File: src/hw/rtl/bae_pkg.sv
// shared types and constants of the binary arithmetic encoder
package bae_pkg;

  localparam int BOUND_W    = 56;  // coding interval bound width
  localparam int WORD_W     = 32;  // settled word width
  localparam int SETTLE_LSB = BOUND_W - WORD_W;
  localparam int PROB_W     = 12;
  localparam int PRE_SHIFT  = 4;
  localparam int POST_SHIFT = 8;
  localparam int PROD_W     = BOUND_W - PRE_SHIFT + PROB_W;
  localparam int WBITS_W    = 6;

  localparam logic [WBITS_W-1:0] WORD_BITS_NORMAL = WBITS_W'(WORD_W);
  localparam logic [WBITS_W-1:0] WORD_BITS_FINAL  = WBITS_W'(BOUND_W);

  localparam int QUEUE_DEPTH = 2;
  localparam int QPTR_W      = (QUEUE_DEPTH > 1) ? $clog2(QUEUE_DEPTH) : 1;
  localparam int QCNT_W      = $clog2(QUEUE_DEPTH + 1);

  typedef enum logic [1:0] {
    OP_ENC_ZERO = 2'd0,
    OP_ENC_ONE  = 2'd1,
    OP_FINISH   = 2'd2
  } op_e;

  typedef struct packed {
    op_e               op;
    logic [PROB_W-1:0] prob;
  } queue_entry_t;

  typedef struct packed {
    logic         valid;
    queue_entry_t entry;
  } head_t;

endpackage

File: src/hw/rtl/bae_front.sv
// front end: accepts items, classifies them and queues them for the coder
module bae_front (
  input  logic                       clk_i,
  input  logic                       rst_ni,
  input  logic                       valid_i,
  output logic                       stall_o,
  input  logic                       command_i,
  input  logic                       bit_value_i,
  input  logic [bae_pkg::PROB_W-1:0] probability_i,
  input  logic                       pop_i,
  output bae_pkg::head_t             head_o
);

  bae_pkg::queue_entry_t               entry_q [bae_pkg::QUEUE_DEPTH];
  bae_pkg::queue_entry_t               new_entry;
  logic [bae_pkg::QPTR_W-1:0]          wr_ptr_q, wr_ptr_d;
  logic [bae_pkg::QPTR_W-1:0]          rd_ptr_q, rd_ptr_d;
  logic [bae_pkg::QCNT_W-1:0]          count_q, count_d;
  logic                                push;
  logic                                pop;

  always_comb begin
    new_entry.prob = probability_i;
    if (command_i) begin
      new_entry.op = bae_pkg::OP_FINISH;
    end else if (bit_value_i) begin
      new_entry.op = bae_pkg::OP_ENC_ONE;
    end else begin
      new_entry.op = bae_pkg::OP_ENC_ZERO;
    end
  end

  assign stall_o = (count_q == bae_pkg::QCNT_W'(bae_pkg::QUEUE_DEPTH));
  assign push    = valid_i && !stall_o;
  assign pop     = pop_i && (count_q != '0);

  always_comb begin
    wr_ptr_d = wr_ptr_q;
    rd_ptr_d = rd_ptr_q;
    count_d  = count_q;
    if (push) begin
      wr_ptr_d = (wr_ptr_q == bae_pkg::QPTR_W'(bae_pkg::QUEUE_DEPTH - 1)) ? '0 :
                 wr_ptr_q + 1'b1;
    end
    if (pop) begin
      rd_ptr_d = (rd_ptr_q == bae_pkg::QPTR_W'(bae_pkg::QUEUE_DEPTH - 1)) ? '0 :
                 rd_ptr_q + 1'b1;
    end
    if (push && !pop) begin
      count_d = count_q + 1'b1;
    end else if (pop && !push) begin
      count_d = count_q - 1'b1;
    end
  end

  always_ff @(posedge clk_i or negedge rst_ni) begin
    if (!rst_ni) begin
      wr_ptr_q <= '0;
      rd_ptr_q <= '0;
      count_q  <= '0;
    end else begin
      wr_ptr_q <= wr_ptr_d;
      rd_ptr_q <= rd_ptr_d;
      count_q  <= count_d;
    end
  end

  always_ff @(posedge clk_i) begin
    if (push) begin
      entry_q[wr_ptr_q] <= new_entry;
    end
  end

  assign head_o.valid = (count_q != '0);
  assign head_o.entry = entry_q[rd_ptr_q];

endmodule

File: src/hw/rtl/bae_back.sv
// back end: interval update, word settling and the output register
module bae_back (
  input  logic                        clk_i,
  input  logic                        rst_ni,
  input  bae_pkg::head_t              head_i,
  output logic                        pop_o,
  output logic                        valid_o,
  input  logic                        stall_i,
  output logic [bae_pkg::BOUND_W-1:0] code_word_o,
  output logic [bae_pkg::WBITS_W-1:0] word_bits_o,
  output logic                        last_o
);

  localparam int BW = bae_pkg::BOUND_W;
  localparam int SL = bae_pkg::SETTLE_LSB;
  localparam int WW = bae_pkg::WORD_W;

  logic [BW-1:0]                    low_q, low_d;
  logic [BW-1:0]                    high_q, high_d;
  logic [BW-1:0]                    width_q, width_d;  // tracks high - low
  logic [BW-1:0]                    low_n, high_n, width_n;
  logic [bae_pkg::PROD_W-1:0]       prod;
  logic [BW-1:0]                    cut;
  logic                             settled;
  logic                             emit;
  logic                             out_free;
  logic                             out_valid_q, out_valid_d;
  logic [BW-1:0]                    code_word_q, code_word_d;
  logic [bae_pkg::WBITS_W-1:0]      word_bits_q, word_bits_d;
  logic                             last_q, last_d;

  assign prod = width_q[BW-1:bae_pkg::PRE_SHIFT] * head_i.entry.prob;
  assign cut  = prod[bae_pkg::POST_SHIFT +: BW];

  assign out_free = !out_valid_q || !stall_i;
  assign pop_o    = head_i.valid && out_free;

  always_comb begin
    low_n   = low_q;
    high_n  = high_q;
    width_n = width_q;
    unique case (head_i.entry.op)
      bae_pkg::OP_ENC_ONE: begin
        high_n  = low_q + cut;
        width_n = cut;
      end
      bae_pkg::OP_ENC_ZERO: begin
        low_n   = low_q + cut + 1'b1;
        width_n = width_q - cut - 1'b1;
      end
      default: begin
      end
    endcase
  end

  assign settled = (low_n[BW-1:SL] == high_n[BW-1:SL]);

  always_comb begin
    low_d       = low_q;
    high_d      = high_q;
    width_d     = width_q;
    emit        = 1'b0;
    code_word_d = code_word_q;
    word_bits_d = word_bits_q;
    last_d      = last_q;
    if (pop_o) begin
      if (head_i.entry.op == bae_pkg::OP_FINISH) begin
        emit        = 1'b1;
        code_word_d = {low_q[BW-1:SL], {SL{1'b1}}};
        word_bits_d = bae_pkg::WORD_BITS_FINAL;
        last_d      = 1'b1;
        low_d       = '0;
        high_d      = '1;
        width_d     = '1;
      end else if (settled) begin
        // top word settled: send it and move both bounds up one word
        emit        = 1'b1;
        code_word_d = {{(BW-WW){1'b0}}, high_n[BW-1:SL]};
        word_bits_d = bae_pkg::WORD_BITS_NORMAL;
        last_d      = 1'b0;
        low_d       = {low_n[SL-1:0], {WW{1'b0}}};
        high_d      = {high_n[SL-1:0], {WW{1'b1}}};
        width_d     = {width_n[SL-1:0], {WW{1'b1}}};
      end else begin
        low_d   = low_n;
        high_d  = high_n;
        width_d = width_n;
      end
    end
  end

  always_comb begin
    out_valid_d = out_valid_q;
    if (emit) begin
      out_valid_d = 1'b1;
    end else if (!stall_i) begin
      out_valid_d = 1'b0;
    end
  end

  always_ff @(posedge clk_i or negedge rst_ni) begin
    if (!rst_ni) begin
      low_q       <= '0;
      high_q      <= '1;
      width_q     <= '1;
      out_valid_q <= 1'b0;
    end else begin
      low_q       <= low_d;
      high_q      <= high_d;
      width_q     <= width_d;
      out_valid_q <= out_valid_d;
    end
  end

  always_ff @(posedge clk_i) begin
    code_word_q <= code_word_d;
    word_bits_q <= word_bits_d;
    last_q      <= last_d;
  end

  assign valid_o     = out_valid_q;
  assign code_word_o = code_word_q;
  assign word_bits_o = word_bits_q;
  assign last_o      = last_q;

endmodule

File: src/hw/rtl/binary_arithmetic_encoder_core.sv
// top level of the binary arithmetic encoder
//
//  channel  direction  handshake                  payload
//  in       input      in_valid_i / in_stall_o    command_i, bit_value_i, probability_i
//  out      output     out_valid_o / out_stall_i  code_word_o, word_bits_o, last_o
//
// one item per cycle sustained while out_stall_i is low; an accepted item waits in the
// front queue, and the interval update (one 52x12 multiply and an add) is combinational
// in the back end, so a settled or finish word enters the output register as it is popped.
// reset puts the interval at its full span at once, with no clearing pass.
// while the output is stalled the two-entry queue fills, then in_stall_o is raised.
module binary_arithmetic_encoder_core (
  input  logic                        clk_i,
  input  logic                        rst_ni,
  input  logic                        in_valid_i,
  output logic                        in_stall_o,
  input  logic                        command_i,
  input  logic                        bit_value_i,
  input  logic [bae_pkg::PROB_W-1:0]  probability_i,
  output logic                        out_valid_o,
  input  logic                        out_stall_i,
  output logic [bae_pkg::BOUND_W-1:0] code_word_o,
  output logic [bae_pkg::WBITS_W-1:0] word_bits_o,
  output logic                        last_o
);

  bae_pkg::head_t head;
  logic           pop;

  bae_front u_front (
    .clk_i         (clk_i),
    .rst_ni        (rst_ni),
    .valid_i       (in_valid_i),
    .stall_o       (in_stall_o),
    .command_i     (command_i),
    .bit_value_i   (bit_value_i),
    .probability_i (probability_i),
    .pop_i         (pop),
    .head_o        (head)
  );

  bae_back u_back (
    .clk_i       (clk_i),
    .rst_ni      (rst_ni),
    .head_i      (head),
    .pop_o       (pop),
    .valid_o     (out_valid_o),
    .stall_i     (out_stall_i),
    .code_word_o (code_word_o),
    .word_bits_o (word_bits_o),
    .last_o      (last_o)
  );

endmodule

File: config.mk
export PLATFORM = sky130hd
export DESIGN_NAME = binary_arithmetic_encoder_core
export DESIGN_NICKNAME = d
export VERILOG_FILES = /design/src/hw/rtl/bae_pkg.sv /design/src/hw/rtl/bae_front.sv /design/src/hw/rtl/bae_back.sv /design/src/hw/rtl/binary_arithmetic_encoder_core.sv
export SDC_FILE = /design/constraint.sdc
export NUM_CORES = 2
export LEC_CHECK = 0
export BUFFER_PORTS_ARGS = -buffer_cell sky130_fd_sc_hd__buf_2
export CAP_MARGIN = 10
export CORE_MARGIN = 3
export CORE_UTILIZATION = 50
export CTS_BUF_LIST = sky130_fd_sc_hd__clkbuf_4
export CTS_CLUSTER_SIZE = 12
export DETAILED_ROUTE_END_ITERATION = 7
export PLACE_DENSITY = 0.68
export SYNTH_ARGS = -nofsm -noshare
export SYNTH_HDL_FRONTEND = slang
export SYNTH_HIERARCHICAL = 1
export SYNTH_SLANG_ARGS = --single-unit
File: constraint.sdc
create_clock -name clk_i -period 14.5 [get_ports clk_i]
set_input_delay 0.725 -clock clk_i [delete_from_list [all_inputs] [get_ports clk_i]]
set_output_delay 0.725 -clock clk_i [all_outputs]
set_load 0.03 [all_outputs]
==> flow_summary.html <==
<table>
<tr><th>Metric</th><th>Value</th></tr>
<tr><th colspan="2">Routing</th></tr>
<tr><td>Detail-routed net length per standard cell</td><td>23.5 um</td></tr>
<tr><td>ANT nets after route</td><td>0</td></tr>
<tr><td>DRT iter0 DRCs</td><td>3560</td></tr>
<tr><td>Routed Wire Length</td><td>135000 um</td></tr>
<tr><td>Number of detailed-routing iterations run before antenna repair</td><td>6</td></tr>
<tr><td>Detailed-route DRC error count</td><td>0</td></tr>
<tr><td>Detailed-route via count</td><td>35000</td></tr>
<tr><td>Vias per Instance</td><td>6.09</td></tr>
<tr><th colspan="2">Synthesis</th></tr>
<tr><td>Synth top area cells</td><td>fa_1, dfstp_2, nand2_1</td></tr>
<tr><td>FFs w/ async S/R, synth</td><td>67.1%</td></tr>
<tr><td>Yosys warning total</td><td>6</td></tr>
<tr><td>Post-synthesis sequential area ratio</td><td>between 10% and 20%</td></tr>
<tr><td>Syn Area/Cell</td><td>8.52 um2</td></tr>
<tr><td>Leading register cell type out of synthesis</td><td>dfstp_2</td></tr>
<tr><td>Area of the mapped netlist</td><td>0.0400 mm2</td></tr>
<tr><td>Post-synthesis register bit count</td><td>~260</td></tr>
<tr><td>Biggest area consumer among synthesized cells</td><td>fa_1</td></tr>
<tr><td>Cell variety after synth</td><td>114</td></tr>
<tr><td>Synth cell count leaders</td><td>nand2_1, inv_1, fa_1</td></tr>
<tr><td>Fraction of synthesized cell area taken by the top area cell type</td><td>around 25%</td></tr>
<tr><td>Dominant cell by count in the synthesized netlist</td><td>nand2_1</td></tr>
<tr><td>Synth Instances</td><td>4695</td></tr>
<tr><td>Number of synthesized flops with an enable pin</td><td>85</td></tr>
<tr><th colspan="2">Setup path</th></tr>
<tr><td>Slowest cell on the critical path</td><td>dfrtp_2</td></tr>
<tr><td>Top fanout value on the critical path</td><td>52</td></tr>
<tr><td>Kind of launch point of the worst setup path</td><td>flip-flop</td></tr>
<tr><td>CP endpoint kind</td><td>flip-flop</td></tr>
<tr><td>Critical path arrival</td><td>14.46 ns</td></tr>
<tr><td>Delay of the slowest critical-path stage</td><td>0.61 ns</td></tr>
<tr><td>Req. time, crit path</td><td>~15 ns</td></tr>
<tr><td>Critical path class</td><td>reg2reg</td></tr>
<tr><td>Worst Reg-to-Reg Cells</td><td>between 40 and 50</td></tr>
<tr><td>Worst path most repeated cell</td><td>fa_1</td></tr>
<tr><th colspan="2">Global route</th></tr>
<tr><td>Largest net degree at the start of global routing</td><td>66</td></tr>
<tr><td>Wire length of the first global-routing pass</td><td>209000 um</td></tr>
<tr><td>Via count of the first global-routing pass</td><td>34700</td></tr>
<tr><td>Antenna violations before repair</td><td>4</td></tr>
<tr><td>GRT Overall Usage</td><td>32.8%</td></tr>
<tr><td>Total gr overflow</td><td>0</td></tr>
<tr><th colspan="2">STA</th></tr>
<tr><td>Actual slew at the worst max-slew pin</td><td>1.22 ns</td></tr>
<tr><td>Endpoints failing hold</td><td>0</td></tr>
<tr><td>Period minus WS final</td><td>13.80 ns</td></tr>
<tr><td>Final slew viol count</td><td>0</td></tr>
<tr><td>Final worst hold slack</td><td>between 0.15 and 0.2 ns</td></tr>
<tr><td>Worst clock skew on the final layout</td><td>just under 0.09 ns</td></tr>
<tr><td>Tightest slew margin relative to the limit</td><td>17.8%</td></tr>
<tr><td>Number of setup violations in the final report</td><td>0</td></tr>
<tr><td>F_max</td><td>0.0725 GHz</td></tr>
<tr><td>Post-route clock period utilization</td><td>95.2%</td></tr>
<tr><th colspan="2">CTS</th></tr>
<tr><td>Clock-pin slew on the worst setup and hold paths</td><td>around 0.070 ns</td></tr>
<tr><td>Latest clock arrival within the worst-skew pair</td><td>roughly 0.82 ns</td></tr>
<tr><td>TritonCTS clock tree</td><td>yes</td></tr>
<tr><td>CTS Buffer Depth</td><td>3</td></tr>
<tr><td>Number of buffers inserted during clock tree synthesis</td><td>72</td></tr>
<tr><td>CTS Root Cell</td><td>clkbuf_4</td></tr>
<tr><td>Sinks on the clock net</td><td>258</td></tr>
<tr><td>H-tree levels</td><td>3</td></tr>
<tr><th colspan="2">Floorplan</th></tr>
<tr><td>Core box area</td><td>0.0791 mm2</td></tr>
<tr><td>Die span in x</td><td>289 um</td></tr>
<tr><td>Placement row count</td><td>103</td></tr>
<tr><td>Starting Density</td><td>around half</td></tr>
<tr><td>Die Outline Area</td><td>between 0.08 and 0.09 mm2</td></tr>
<tr><td>Die span in y</td><td>289 um</td></tr>
<tr><td>Number of top-level design ports</td><td>83</td></tr>
<tr><th colspan="2">Placed design</th></tr>
<tr><td>Number of placed instances with taps included</td><td>5606</td></tr>
<tr><td>GP Congestion</td><td>0.997</td></tr>
<tr><td>Post-DP HPWL</td><td>103000 um</td></tr>
<tr><td>Buffers added on ports</td><td>approximately 80</td></tr>
<tr><th colspan="2">Layout</th></tr>
<tr><td>Fraction of final layout cells with drive strength greater than 1</td><td>between 10% and 20%</td></tr>
<tr><td>Filler instances</td><td>7472</td></tr>
<tr><td>Area growth from synthesis to final layout</td><td>5.24%</td></tr>
<tr><td>Layout Nets</td><td>5362</td></tr>
<tr><td>Count of non-filler cells in the finished layout</td><td>about 5700</td></tr>
<tr><th colspan="2">Flow run</th></tr>
<tr><td>Maximum Capacitance Violations</td><td>0</td></tr>
<tr><th colspan="2">Outcome</th></tr>
<tr><td>Result of the run</td><td>complete, no violations</td></tr>
<tr><th colspan="2">Min path</th></tr>
<tr><td>Hold path cells</td><td>1</td></tr>
<tr><td>Classification of the worst-slack hold path</td><td>in2reg</td></tr>
</table>
-- routing by layer --
| layer | part of all wire [%] | track usage, % |
|---|---|---|
| met5 | 0.0052 | 0 |
| met4 | 3.6 | 11.1 |
| met3 | 9.3 | 6.35 |
| met2 | 45 | 51.5 |
| met1 | 42 | 45.6 |
-- cell type report --
cell class / count / area [um2] / share of cell area [%]
multi-input combinational: 3614 / 29800 / 70.9
antenna: 3 / 7.51 / 0.0178
clock inverter: 23 / 160 / 0.380
sequential: 258 / 7020 / 16.7
inverter: 544 / 2040 / 4.85
tap: 1050 / 1310 / 3.12
clock buffer: 109 / 818 / 1.94
timing repair buffer: 143 / 902 / 2.14
-- sequential cells by signal (all words and copies together) (netlist names) --
register	flops
u_back/high_q	56
u_back/code_word_o	56
u_front/wr_ptr_q	1
u_front/entry_q	28
u_back/low_q	56
u_back/width_q	56
u_back/valid_o	1
u_front/count_q	2
u_back/word_bits_o	1
u_front/rd_ptr_q	1
-- worst max-delay path: cells and delay by family (launching register included) --
family                   cells  cell delay, ns
XOR/XNOR                     3            0.62
multiplexers                 1            0.58
AO/OA/AOI/OAI               15            3.51
adder cells (fa/ha/maj)      7            3.22
AND/OR/NAND/NOR             15            3.98
flip-flops                   1            0.61
buffers and inverters        8            1.11
-- worst paths after layout --
check	slack [ns]	start	endpoint
min	0.17	probability_i[9]	u_front/entry_q[0][9]
min in group asynchronous	0.44	rst_ni	u_back/low_q[51]
min reg2reg	0.49	u_front/count_q[1]	u_front/count_q[1]
max in group asynchronous	12.63	rst_ni	u_front/rd_ptr_q
max	0.70	u_front/rd_ptr_q	u_back/low_q[31]
max reg2reg	0.70	u_front/rd_ptr_q	u_back/low_q[31]
-- timing repair --
item,in CTS,in global routing
hold endpoints to repair,21,0
gates resized for setup,0,11
setup buffers,0,2
hold buffers,1,0
setup endpoints to repair,0,225
-- kinds of logic (layout without fill, tap and decap cells) --
logic type / after synthesis / after routing / synth area share, %
other cells: 2 / 7 / 0.0188
compound gates: 977 / 977 / 16.3
flops: 258 / 258 / 17.6
mux: 76 / 76 / 2.08
simple gates: 1620 / 1620 / 19.1
xor+xnor: 226 / 226 / 5.14
buf+inv: 825 / 819 / 8.18
fa+ha+maj: 711 / 711 / 31.6
-- layout by cell type (no fill, tap or decap), types with 30 or more instances in the layout --
cell type,n
nand2_1,743
inv_1,542
fa_1,501
nor2_1,282
a21oi_1,276
ha_1,210
and2_1,183
o21ai_0,169
xnor2_1,130
dfstp_2,112
clkbuf_4,109
a21o_1,99
xor2_1,90
edfxtp_1,85
buf_2,77
buf_4,63
nand3_1,63
nor3_1,61
and3_1,60
dfrtp_1,60
mux2i_1,56
nand4_1,48
o22a_1,45
a211oi_1,41
a31oi_1,35
o21a_1,34
a22o_1,30
-- through the flow --
stage	setup TNS, ns	worst slack (ns)	area [um2]	utilization [%]
2_1_floorplan	0	0.435	40000	-
3_3_place_gp	0	0.201	41000	51.8
3_5_place_dp	0	0.101	41000	51.8
4_1_cts	0	0.0895	42000	53.1
5_1_grt	-0.00966	-0.00966	42100	53.2
6_report	0	0.702	42100	53.2
Power is not shown: default switching activity piles up to over one toggle a cycle in this logic, so the estimate is an artifact.
